`config.mk`:
```
export PLATFORM = sky130hd
export DESIGN_NAME = windowed_demand_cluster_select_top
export DESIGN_NICKNAME = d
export VERILOG_FILES = /design/src/design/wdcs_pkg.sv /design/src/design/windowed_demand_cluster_select_top.sv /design/src/design/wdcs_div.sv /design/src/design/wdcs_ctrl.sv /design/src/design/wdcs_dp.sv
export VERILOG_INCLUDE_DIRS = /design/src /design/src/design
export SDC_FILE = /design/constraint.sdc
export NUM_CORES = 1
export LEC_CHECK = 0
export BUFFER_PORTS_ARGS = -buffer_cell sky130_fd_sc_hd__buf_4
export CORE_MARGIN = 10
export CORE_UTILIZATION = 25
export CTS_BUF_LIST = sky130_fd_sc_hd__clkbuf_16
export DETAILED_ROUTE_END_ITERATION = 16
export HOLD_SLACK_MARGIN = 0.1
export PLACE_DENSITY = 0.45
export SYNTH_ARGS = -nofsm -noshare
export SYNTH_HDL_FRONTEND = slang
export SYNTH_SLANG_ARGS = --single-unit
```
`constraint.sdc`:
```
create_clock -name clk -period 5 [get_ports clk]
set_clock_uncertainty 0.15 [all_clocks]
set_input_delay 0.5 -clock clk [delete_from_list [all_inputs] [get_ports clk]]
set_output_delay 0.5 -clock clk [all_outputs]
set_load 0.02 [all_outputs]
```
`src/design/assert_macros.svh`:
```
// ----------------------------------------------------------------------------
// assert_macros.svh
// Concurrent assertion wrappers for the demand tracker; empty with ASSERT_OFF.
// ----------------------------------------------------------------------------
`ifndef ASSERT_MACROS_SVH
`define ASSERT_MACROS_SVH

`ifndef ASSERT_OFF
// explicit clock and active-low reset
`define WDCS_ASSERT_CLK(lbl, ck, rst_n, prop, msg) \
	lbl: assert property (@(posedge ck) disable iff (!rst_n) prop) else $error(msg);
// default clock and reset of this project
`define WDCS_ASSERT(lbl, prop, msg) \
	`WDCS_ASSERT_CLK(lbl, clk, arst_n, prop, msg)
`else
`define WDCS_ASSERT_CLK(lbl, ck, rst_n, prop, msg)
`define WDCS_ASSERT(lbl, prop, msg)
`endif

`endif

```
`src/design/wdcs_pkg.sv`:
```
// ----------------------------------------------------------------------------
// wdcs_pkg
// Shared widths, register indexes, FSM state type and control structs.
// ----------------------------------------------------------------------------
package wdcs_pkg;

	localparam int unsigned HIST_DEPTH = 8;
	localparam int unsigned HIST_IDX_W = (HIST_DEPTH > 1) ? $clog2(HIST_DEPTH) : 1;
	localparam int unsigned HIST_N_W   = $clog2(HIST_DEPTH + 1);

	localparam int unsigned LOAD_W     = 31;
	localparam int unsigned SUM_W      = 39;
	localparam int unsigned TICK_W     = 8;
	localparam int unsigned HSIZE_W    = 4;
	localparam int unsigned POLICY_W   = 2;
	localparam int unsigned TOTAL_W    = LOAD_W + HIST_N_W;
	localparam int unsigned DIV_CNT_W  = $clog2(SUM_W + 1);

	localparam int unsigned CFG_IDX_W  = 3;
	localparam int unsigned CFG_DATA_W = 31;

	localparam logic [LOAD_W-1:0] LOAD_MAX = {LOAD_W{1'b1}};

	// register indexes
	localparam logic [CFG_IDX_W-1:0] CFG_UP_THR    = 3'd0;
	localparam logic [CFG_IDX_W-1:0] CFG_DOWN_THR  = 3'd1;
	localparam logic [CFG_IDX_W-1:0] CFG_HIST_SIZE = 3'd2;
	localparam logic [CFG_IDX_W-1:0] CFG_POLICY    = 3'd3;
	localparam logic [CFG_IDX_W-1:0] CFG_BOOST     = 3'd4;
	localparam logic [CFG_IDX_W-1:0] CFG_TICK_RATE = 3'd5;

	// window policies
	localparam logic [POLICY_W-1:0] POL_RECENT  = 2'd0;
	localparam logic [POLICY_W-1:0] POL_MAX     = 2'd1;
	localparam logic [POLICY_W-1:0] POL_AVG     = 2'd2;
	localparam logic [POLICY_W-1:0] POL_AVG_REC = 2'd3;

	localparam logic [HSIZE_W-1:0]  HSIZE_RST     = 4'd5;
	localparam logic [POLICY_W-1:0] POLICY_RST    = POL_AVG_REC;
	localparam logic [TICK_W-1:0]   TICK_RATE_RST = 8'd2;

	typedef enum logic [2:0] {
		ST_IDLE,
		ST_DIV_AVG,
		ST_SUM,
		ST_DIV_HIST,
		ST_EMIT
	} wdcs_state_t;

	typedef struct packed {
		logic take;
		logic div_avg_start;
		logic push;
		logic sum_step;
		logic div_hist_start;
		logic decide;
		logic emit;
	} wdcs_cmd_t;

	typedef struct packed {
		logic close;
		logic div_busy;
		logic div_done;
		logic sum_last;
		logic out_free;
	} wdcs_sts_t;

endpackage

```
`src/design/windowed_demand_cluster_select_top.sv`:
```
// ----------------------------------------------------------------------------
// windowed_demand_cluster_select_top
// Windowed load demand tracker with big/little cluster selection.
// ----------------------------------------------------------------------------
// Usage:
//   Input channel (in_valid/in_ready, load_sample) takes one load sample per
//   scheduler tick. Output channel (out_valid/out_ready) returns exactly one
//   result item per input item: window_done, avg_load, demand, big_active.
//   Config port (cfg_we, cfg_index, cfg_wdata) writes one register per cycle,
//   no wait state; write it only while the block is idle.
// Sequence:
//   A tick that does not close a window goes from accept to the result
//   register with no division. A tick that closes a window runs two
//   bit-serial 39-bit divisions on the one shared divider (window average of
//   the sum, then history average) with a sweep over the history entries in
//   use between them. One item at a time: the next item is taken only after
//   the result of the previous one has been written.
// Reset:
//   arst_n low clears the accumulator, the history window, demand and the
//   cluster choice (little), and loads the register defaults.
// Stall:
//   A finished result sits in the output register; the block keeps taking
//   items and working, and only holds before writing the next result.
// ----------------------------------------------------------------------------
`include "assert_macros.svh"

module windowed_demand_cluster_select_top (
	input  logic                            clk,
	input  logic                            arst_n,
	// config write port
	input  logic                            cfg_we,
	input  logic [wdcs_pkg::CFG_IDX_W-1:0]  cfg_index,
	input  logic [wdcs_pkg::CFG_DATA_W-1:0] cfg_wdata,
	// tick samples
	input  logic                            in_valid,
	output logic                            in_ready,
	input  logic [wdcs_pkg::LOAD_W-1:0]     load_sample,
	// results
	output logic                            out_valid,
	input  logic                            out_ready,
	output logic                            window_done,
	output logic [wdcs_pkg::LOAD_W-1:0]     avg_load,
	output logic [wdcs_pkg::LOAD_W-1:0]     demand,
	output logic                            big_active
);
	import wdcs_pkg::*;

	wdcs_cmd_t cmd;
	wdcs_sts_t sts;

	// sequencer: one item at a time
	wdcs_ctrl u_ctrl (
		.clk      (clk),
		.arst_n   (arst_n),
		.in_valid (in_valid),
		.in_ready (in_ready),
		.sts      (sts),
		.cmd      (cmd)
	);

	// datapath incl. divider and result register
	wdcs_dp u_dp (
		.clk         (clk),
		.arst_n      (arst_n),
		.cfg_we      (cfg_we),
		.cfg_index   (cfg_index),
		.cfg_wdata   (cfg_wdata),
		.load_sample (load_sample),
		.out_ready   (out_ready),
		.cmd         (cmd),
		.sts         (sts),
		.out_valid   (out_valid),
		.window_done (window_done),
		.avg_load    (avg_load),
		.demand      (demand),
		.big_active  (big_active)
	);

	// a result for a tick that closed no window carries no average
	`WDCS_ASSERT(a_open_avg_zero, out_valid && !window_done |-> avg_load == '0, "avg on open window")
	// the shared divider is never restarted mid-division
	`WDCS_ASSERT(a_div_start_idle, (cmd.div_avg_start || cmd.div_hist_start) |-> !sts.div_busy, "div restart")
	// a new tick only comes in with the divider quiet
	`WDCS_ASSERT(a_take_div_idle, in_valid && in_ready |-> !sts.div_busy && !sts.div_done, "take in div")
	// completion only follows a running division
	`WDCS_ASSERT(a_done_after_busy, sts.div_done |-> $past(sts.div_busy), "div done while idle")

endmodule

```
`src/design/wdcs_div.sv`:
```
// ----------------------------------------------------------------------------
// wdcs_div
// Restoring divider, one quotient bit per cycle, shared by both averages.
// ----------------------------------------------------------------------------
module wdcs_div (
	input  logic                        clk,
	input  logic                        arst_n,
	input  logic                        start,
	input  logic [wdcs_pkg::SUM_W-1:0]  dividend,
	input  logic [wdcs_pkg::TICK_W-1:0] divisor,
	output logic                        busy,
	output logic                        done,
	output logic [wdcs_pkg::SUM_W-1:0]  quotient
);
	import wdcs_pkg::*;

	logic [SUM_W-1:0]     quo_q;
	logic [TICK_W-1:0]    rem_q;
	logic [TICK_W-1:0]    dvs_q;
	logic [DIV_CNT_W-1:0] cnt_q;
	logic                 busy_q;
	logic                 done_q;
	logic [TICK_W:0]      trial;
	logic [TICK_W:0]      diff;
	logic                 fits;

	assign trial = {rem_q, quo_q[SUM_W-1]};
	assign fits  = trial >= {1'b0, dvs_q};
	assign diff  = trial - {1'b0, dvs_q};

	always_ff @(posedge clk or negedge arst_n) begin
		if (!arst_n) begin
			busy_q <= 1'b0;
			done_q <= 1'b0;
			cnt_q  <= '0;
		end else begin
			done_q <= 1'b0;
			if (start) begin
				busy_q <= 1'b1;
				cnt_q  <= DIV_CNT_W'(SUM_W);
			end else if (busy_q) begin
				cnt_q <= cnt_q - 1'b1;
				if (cnt_q == DIV_CNT_W'(1)) begin
					busy_q <= 1'b0;
					done_q <= 1'b1;
				end
			end
		end
	end

	always_ff @(posedge clk) begin
		if (start) begin
			quo_q <= dividend;
			rem_q <= '0;
			dvs_q <= divisor;
		end else if (busy_q) begin
			quo_q <= {quo_q[SUM_W-2:0], fits};
			rem_q <= fits ? diff[TICK_W-1:0] : trial[TICK_W-1:0];
		end
	end

	assign busy     = busy_q;
	assign done     = done_q;
	assign quotient = quo_q;

endmodule

```
`src/design/wdcs_ctrl.sv`:
```
// ----------------------------------------------------------------------------
// wdcs_ctrl
// Sequencer: tick accept, window average, history sweep, demand, result.
// ----------------------------------------------------------------------------
module wdcs_ctrl (
	input  logic                clk,
	input  logic                arst_n,
	input  logic                in_valid,
	output logic                in_ready,
	input  wdcs_pkg::wdcs_sts_t sts,
	output wdcs_pkg::wdcs_cmd_t cmd
);
	import wdcs_pkg::*;

	wdcs_state_t state_q;
	wdcs_state_t state_d;

	always_ff @(posedge clk or negedge arst_n) begin
		if (!arst_n) begin
			state_q <= ST_IDLE;
		end else begin
			state_q <= state_d;
		end
	end

	always_comb begin
		state_d = state_q;
		case (state_q)
			ST_IDLE: begin
				if (in_valid) begin
					state_d = sts.close ? ST_DIV_AVG : ST_EMIT;
				end
			end
			ST_DIV_AVG: begin
				if (sts.div_done) begin
					state_d = ST_SUM;
				end
			end
			ST_SUM: begin
				if (sts.sum_last) begin
					state_d = ST_DIV_HIST;
				end
			end
			ST_DIV_HIST: begin
				if (sts.div_done) begin
					state_d = ST_EMIT;
				end
			end
			ST_EMIT: begin
				if (sts.out_free) begin
					state_d = ST_IDLE;
				end
			end
			default: begin
				state_d = ST_IDLE;
			end
		endcase
	end

	always_comb begin
		cmd      = '0;
		in_ready = 1'b0;
		case (state_q)
			ST_IDLE: begin
				in_ready          = 1'b1;
				cmd.take          = in_valid;
				cmd.div_avg_start = in_valid & sts.close;
			end
			ST_DIV_AVG: begin
				cmd.push = sts.div_done;
			end
			ST_SUM: begin
				cmd.sum_step       = 1'b1;
				cmd.div_hist_start = sts.sum_last;
			end
			ST_DIV_HIST: begin
				cmd.decide = sts.div_done;
			end
			ST_EMIT: begin
				cmd.emit = sts.out_free;
			end
			default: begin
				cmd = '0;
			end
		endcase
	end

endmodule

```
`src/design/wdcs_dp.sv`:
```
// ----------------------------------------------------------------------------
// wdcs_dp
// Datapath: config registers, tick accumulator, history window, demand
// selection with hysteresis, shared divider and the result register.
// ----------------------------------------------------------------------------
module wdcs_dp (
	input  logic                            clk,
	input  logic                            arst_n,
	input  logic                            cfg_we,
	input  logic [wdcs_pkg::CFG_IDX_W-1:0]  cfg_index,
	input  logic [wdcs_pkg::CFG_DATA_W-1:0] cfg_wdata,
	input  logic [wdcs_pkg::LOAD_W-1:0]     load_sample,
	input  logic                            out_ready,
	input  wdcs_pkg::wdcs_cmd_t             cmd,
	output wdcs_pkg::wdcs_sts_t             sts,
	output logic                            out_valid,
	output logic                            window_done,
	output logic [wdcs_pkg::LOAD_W-1:0]     avg_load,
	output logic [wdcs_pkg::LOAD_W-1:0]     demand,
	output logic                            big_active
);
	import wdcs_pkg::*;

	// configuration
	logic [LOAD_W-1:0]   up_thr_q;
	logic [LOAD_W-1:0]   down_thr_q;
	logic [HSIZE_W-1:0]  hsize_q;
	logic [POLICY_W-1:0] policy_q;
	logic                boost_q;
	logic [TICK_W-1:0]   tick_rate_q;

	// tick accumulation
	logic [TICK_W-1:0] tick_q;
	logic [SUM_W-1:0]  sum_q;
	logic              close_q;
	logic [TICK_W-1:0] rate;
	logic [TICK_W-1:0] tick_next;
	logic [SUM_W-1:0]  sum_next;

	// window and demand
	logic [LOAD_W-1:0]     hist_q [HIST_DEPTH];
	logic [HIST_N_W-1:0]   hist_n;
	logic [HIST_IDX_W-1:0] idx_q;
	logic [TOTAL_W-1:0]    total_q;
	logic [TOTAL_W-1:0]    total_next;
	logic [LOAD_W-1:0]     peak_q;
	logic [LOAD_W-1:0]     peak_next;
	logic [LOAD_W-1:0]     hist_rd;
	logic [LOAD_W-1:0]     avg_q;
	logic [LOAD_W-1:0]     avg_sat;
	logic [LOAD_W-1:0]     hist_avg;
	logic [LOAD_W-1:0]     dem;
	logic [LOAD_W-1:0]     demand_q;
	logic                  big_q;

	// divider
	logic [SUM_W-1:0]  div_dividend;
	logic [TICK_W-1:0] div_divisor;
	logic              div_busy;
	logic              div_done;
	logic [SUM_W-1:0]  div_quo;

	// result register
	logic              out_valid_q;
	logic              res_done_q;
	logic [LOAD_W-1:0] res_avg_q;
	logic [LOAD_W-1:0] res_demand_q;
	logic              res_big_q;

	always_ff @(posedge clk or negedge arst_n) begin
		if (!arst_n) begin
			up_thr_q    <= '0;
			down_thr_q  <= '0;
			hsize_q     <= HSIZE_RST;
			policy_q    <= POLICY_RST;
			boost_q     <= 1'b0;
			tick_rate_q <= TICK_RATE_RST;
		end else if (cfg_we) begin
			case (cfg_index)
				CFG_UP_THR:    up_thr_q    <= cfg_wdata[LOAD_W-1:0];
				CFG_DOWN_THR:  down_thr_q  <= cfg_wdata[LOAD_W-1:0];
				CFG_HIST_SIZE: hsize_q     <= cfg_wdata[HSIZE_W-1:0];
				CFG_POLICY:    policy_q    <= cfg_wdata[POLICY_W-1:0];
				CFG_BOOST:     boost_q     <= cfg_wdata[0];
				CFG_TICK_RATE: tick_rate_q <= cfg_wdata[TICK_W-1:0];
				default: ;
			endcase
		end
	end

	// zero tick rate runs as one
	assign rate      = (tick_rate_q == '0) ? TICK_W'(1) : tick_rate_q;
	assign tick_next = tick_q + 1'b1;
	assign sum_next  = sum_q + SUM_W'(load_sample);

	always_ff @(posedge clk or negedge arst_n) begin
		if (!arst_n) begin
			tick_q  <= '0;
			sum_q   <= '0;
			close_q <= 1'b0;
		end else if (cmd.take) begin
			close_q <= sts.close;
			if (sts.close) begin
				tick_q <= '0;
				sum_q  <= '0;
			end else begin
				tick_q <= tick_next;
				sum_q  <= sum_next;
			end
		end
	end

	// size in use, clamped to 1..HIST_DEPTH
	always_comb begin
		if (hsize_q == '0) begin
			hist_n = HIST_N_W'(1);
		end else if (32'(hsize_q) > HIST_DEPTH) begin
			hist_n = HIST_N_W'(HIST_DEPTH);
		end else begin
			hist_n = HIST_N_W'(hsize_q);
		end
	end

	assign avg_sat = (|div_quo[SUM_W-1:LOAD_W]) ? LOAD_MAX : div_quo[LOAD_W-1:0];

	// entries beyond the size in use are left alone
	always_ff @(posedge clk or negedge arst_n) begin
		if (!arst_n) begin
			for (int i = 0; i < HIST_DEPTH; i++) begin
				hist_q[i] <= '0;
			end
		end else if (cmd.push) begin
			hist_q[0] <= avg_sat;
			for (int i = 1; i < HIST_DEPTH; i++) begin
				if (HIST_N_W'(i) < hist_n) begin
					hist_q[i] <= hist_q[i-1];
				end
			end
		end
	end

	assign hist_rd    = hist_q[idx_q];
	assign total_next = total_q + TOTAL_W'(hist_rd);
	assign peak_next  = (hist_rd > peak_q) ? hist_rd : peak_q;

	always_ff @(posedge clk) begin
		if (cmd.push) begin
			avg_q   <= avg_sat;
			idx_q   <= '0;
			total_q <= '0;
			peak_q  <= '0;
		end else if (cmd.sum_step) begin
			idx_q   <= idx_q + 1'b1;
			total_q <= total_next;
			peak_q  <= peak_next;
		end
	end

	assign div_dividend = cmd.div_avg_start ? sum_next : SUM_W'(total_next);
	assign div_divisor  = cmd.div_avg_start ? rate : TICK_W'(hist_n);

	wdcs_div u_div (
		.clk      (clk),
		.arst_n   (arst_n),
		.start    (cmd.div_avg_start | cmd.div_hist_start),
		.dividend (div_dividend),
		.divisor  (div_divisor),
		.busy     (div_busy),
		.done     (div_done),
		.quotient (div_quo)
	);

	assign hist_avg = div_quo[LOAD_W-1:0];

	always_comb begin
		case (policy_q)
			POL_RECENT:  dem = avg_q;
			POL_MAX:     dem = peak_q;
			POL_AVG:     dem = hist_avg;
			POL_AVG_REC: dem = (hist_avg > avg_q) ? hist_avg : avg_q;
			default:     dem = avg_q;
		endcase
	end

	// hysteresis: between the thresholds the cluster holds
	always_ff @(posedge clk or negedge arst_n) begin
		if (!arst_n) begin
			demand_q <= '0;
			big_q    <= 1'b0;
		end else if (cmd.decide) begin
			demand_q <= dem;
			if (boost_q || (dem > up_thr_q)) begin
				big_q <= 1'b1;
			end else if (dem < down_thr_q) begin
				big_q <= 1'b0;
			end
		end
	end

	always_ff @(posedge clk or negedge arst_n) begin
		if (!arst_n) begin
			out_valid_q <= 1'b0;
		end else if (cmd.emit) begin
			out_valid_q <= 1'b1;
		end else if (out_ready) begin
			out_valid_q <= 1'b0;
		end
	end

	always_ff @(posedge clk) begin
		if (cmd.emit) begin
			res_done_q   <= close_q;
			res_avg_q    <= close_q ? avg_q : '0;
			res_demand_q <= demand_q;
			res_big_q    <= big_q;
		end
	end

	assign sts.close    = tick_next >= rate;
	assign sts.div_busy = div_busy;
	assign sts.div_done = div_done;
	assign sts.sum_last = idx_q == HIST_IDX_W'(hist_n - 1'b1);
	assign sts.out_free = !out_valid_q || out_ready;

	assign out_valid   = out_valid_q;
	assign window_done = res_done_q;
	assign avg_load    = res_avg_q;
	assign demand      = res_demand_q;
	assign big_active  = res_big_q;

endmodule

```
==> flow_summary_export.csv <==
group,metric,value,unit
die,core-area,133000,um^2
routing,drt-initial-drc-count,1407,
sta,finalCritPeriodShare,95.0,%
routing,dr.pass1.iters,5,
routing,wl_per_cell,21.0,um
yosys,synth_edf_count,142,
yosys,synth_area_leaders,"dfrtp_1 (31%), edfxtp_1 (13%), mux2_2 (11%), ha_1 (7.8%), dfxtp_1 (4.6%)",
sta,worst_slew_pin_slew,1.08,ns
yosys,yosysSeqAreaShare,48.4,%
sta,hold_ws,0.152,ns
yosys,synth_area,33500,um^2
sta,slew_viol_final,0,
die,fp-row-count,134,
placed_design,hpwl,77300,um
routing,vias_per_cell,4.68,
routing,vias,23400,
routing,wl,105000,um
yosys,synth.net_count,3252,
setup_path,worstPathRequired,5.36,ns
clock_tree,cts_sinks,636,
yosys,syn_inst,2971,
die,dieArea,149000,um^2
clock_tree,clk_pin_slew_worst_paths,0.06,ns
power_and_ir_drop,ir_drop,600,uV
setup_path,crit_path_end_kind,"flop",
die,ios,136,
global_routing,grt.overflow.total,0,
power_and_ir_drop,powerDensity,514,nW/um^2
routing,drc,0,
die,fp.dieH,386,um
job,maxCapViolations,0,
setup_path,path_class,"reg -> reg",
sta,setup_violations,0,
clock_tree,clkLatencyLatePin,0.64,ns
finish,nFillCells,13700,
power_and_ir_drop,total_power,0.0206,W
yosys,synthDistinctLibCells,90,
placed_design,pre_cts_slack,0.233,ns
routing,ant_nets,0,
worst_hold_path,hp-class,"in -> reg",
yosys,dominantRegCellSynth,"dfrtp_1",
placed_design,io_buffers,135,
sta,fin_tns_setup,0,ns
global_routing,grt_pass1_vias,23500,
die,die_w,386,um
die,start_util,25.1,%
global_routing,grt_max_degree,111,
yosys,ys_seq_elements,636,
sta,maxSlewHeadroom,28.0,%
yosys,yosys-top-cells-count,"dfrtp_1 (412), mux2_2 (325), nand2_1 (253)",
placed_design,place.gp.congestion,0.863,
status,run_status,"completed",
finish,syn_to_final_growth,19.7,%
yosys,ys_warn_count,0,
yosys,yosys.cell_count.top_type,"dfrtp_1",
yosys,synthDominantCellAreaShare,30.7,%
setup_path,cp-start-kind,"flop",
clock_tree,cts_buffer_depth,3,
yosys,syn_area_per_cell,11.3,um^2
setup_path,worstPathArrival,5.10,ns
power_and_ir_drop,power_leakage,17.7,nW
clock_tree,cts_tree,"built",
finish,final_layout_size_suffix_gt1_share,26.4,%
global_routing,grt_first_pass_wirelength,157000,um
sta,max_freq,211,MHz
yosys,async_flop_share,65.6,%
sta,hold_viol,0,
setup_path,crit_fanout,22,
global_routing,track_usage,13.8,%
clock_tree,htreeDepth,3,
finish,final_util,30.1,%
sta,finalCriticalPeriod,4.75,ns
clock_tree,cts_root_buffer,"clkbuf_16",
sta,setup_slack,0.252,ns
global_routing,antenna_found_initial,3,
yosys,yosys.area.top_type,"dfrtp_1",
clock_tree,cts_buffers,75,
finish,nets,3453,
## worst max-delay path, stage by stage (launching register included)
cell and delay (ns):
edfxtp_1 0.48, ha_1 0.33, nand4_1 0.16, nor4_2 0.28, buf_4 0.16, o41a_1 0.18, o21ai_2 0.10, a21oi_4 0.24
buf_12 0.21, nor3_1 0.07, a221o_1 0.32, ha_1 0.30, a21o_1 0.19, a21o_1 0.17, a21o_1 0.17, a21o_1 0.20
a211oi_1 0.22, a31oi_1 0.12, o31a_1 0.28, nor3_1 0.19, o41ai_2 0.11
## kinds of logic (layout without fill, tap and decap cells)
logic type,Yosys count,after routing,share of synthesized area [%]
simple gates,707,707,10.5
flops,636,636,48.4
compound gates,626,626,12.0
mux,399,399,15.4
buf+inv,313,574,3.64
fa+ha+maj,211,211,7.94
xor+xnor,79,79,2.06
other cells,0,3,0
## final timing paths
path	startpoint	end	slack (ns)	depth (start not counted)
max	u_dp.u_div.quotient[23]	u_dp.big_q	0.25	20
min	cfg_index[1]	u_dp.boost_q	0.15	3
max reg2reg	u_dp.u_div.quotient[23]	u_dp.big_q	0.25	20
min reg2reg	u_dp.demand_q[5]	u_dp.demand[5]	0.29	0
max in group asynchronous	arst_n	u_dp.hist_q[227]	3.21	3
min in group asynchronous	arst_n	u_dp.sum_q[17]	0.36	2
## flip-flops by register name (all words and copies together) (netlist names), 31 cells and up
name and cells:
u_dp.hist_q 248, u_dp.sum_q 39, u_dp.u_div.quotient 39, u_dp.total_q 35, u_dp.avg_load 31, u_dp.avg_q 31
u_dp.demand 31, u_dp.demand_q 31, u_dp.down_thr_q 31, u_dp.peak_q 31, u_dp.up_thr_q 31
## cell usage in the layout (no fill, tap or decap), types with 15 or more instances in the layout
master | netlist | routed
nand3_1 | 38 | 38
dfxtp_1 | 77 | 74
edfxtp_1 | 142 | 142
clkbuf_16 | 0 | 84
nor3_1 | 57 | 52
or3b_2 | 29 | 29
dfrtp_1 | 412 | 412
a21oi_1 | 155 | 153
nand2_1 | 253 | 251
xor2_1 | 32 | 32
or2_2 | 35 | 35
ha_1 | 208 | 208
a21o_1 | 45 | 45
buf_4 | 0 | 222
xnor2_1 | 47 | 47
o21a_1 | 17 | 17
nand4_1 | 29 | 29
dlygate4sd3_1 | 0 | 32
nor2_1 | 125 | 121
a211oi_1 | 28 | 28
a221o_1 | 35 | 35
inv_1 | 169 | 187
and2_1 | 42 | 42
mux4_2 | 62 | 62
and3_1 | 16 | 15
mux2_2 | 325 | 325
o21ai_0 | 194 | 194
## report_power, final
group	leakage (nW)	total [W]	internal (W)	switching, W
clock	1.32	0.00573	0.00344	0.00229
sequential	7.59	0.00698	0.00631	0.000665
combinational	8.80	0.00794	0.00304	0.00490
## through the flow
stage,instances,instance area (um^2)
floorplan,2971,33500
global placement,4826,37200
detailed placement,4826,37200
CTS,4995,40100
global route,5001,40100
finish,5003,40100
## per-layer routing
metal	routed length [um]	vias to the layer above	track usage, %	share of wire (%)
met5	0	-	0	0
met4	4130	0	5.45	3.9
met3	3840	131	1.66	3.7
met2	48100	402	22.1	46
met1	49000	11700	18.8	47
li1	-	11200	-	-
## area by class of cell
class / instances / area (um^2) / area share (%)
Antenna cell: 3 / 7.51 / 0.0187
Clock buffer: 83 / 2080 / 5.17
Clock inverter: 54 / 472 / 1.18
Inverter: 170 / 641 / 1.60
Multi-Input combinational cell: 2022 / 16200 / 40.4
Sequential cell: 636 / 16300 / 40.5
Tap cell: 1768 / 2210 / 5.51
Timing Repair Buffer: 267 / 2250 / 5.60
## what timing repair did
item | 4_1_cts | 5_1_grt
endpoints found under the setup margin | 0 | 1
hold buffers | 32 | 0
setup buffers | 0 | 4
gates resized for setup | 0 | 4
endpoints found under the hold margin | 146 | 0
No activity file was read; power rests on OpenSTA's default activity.
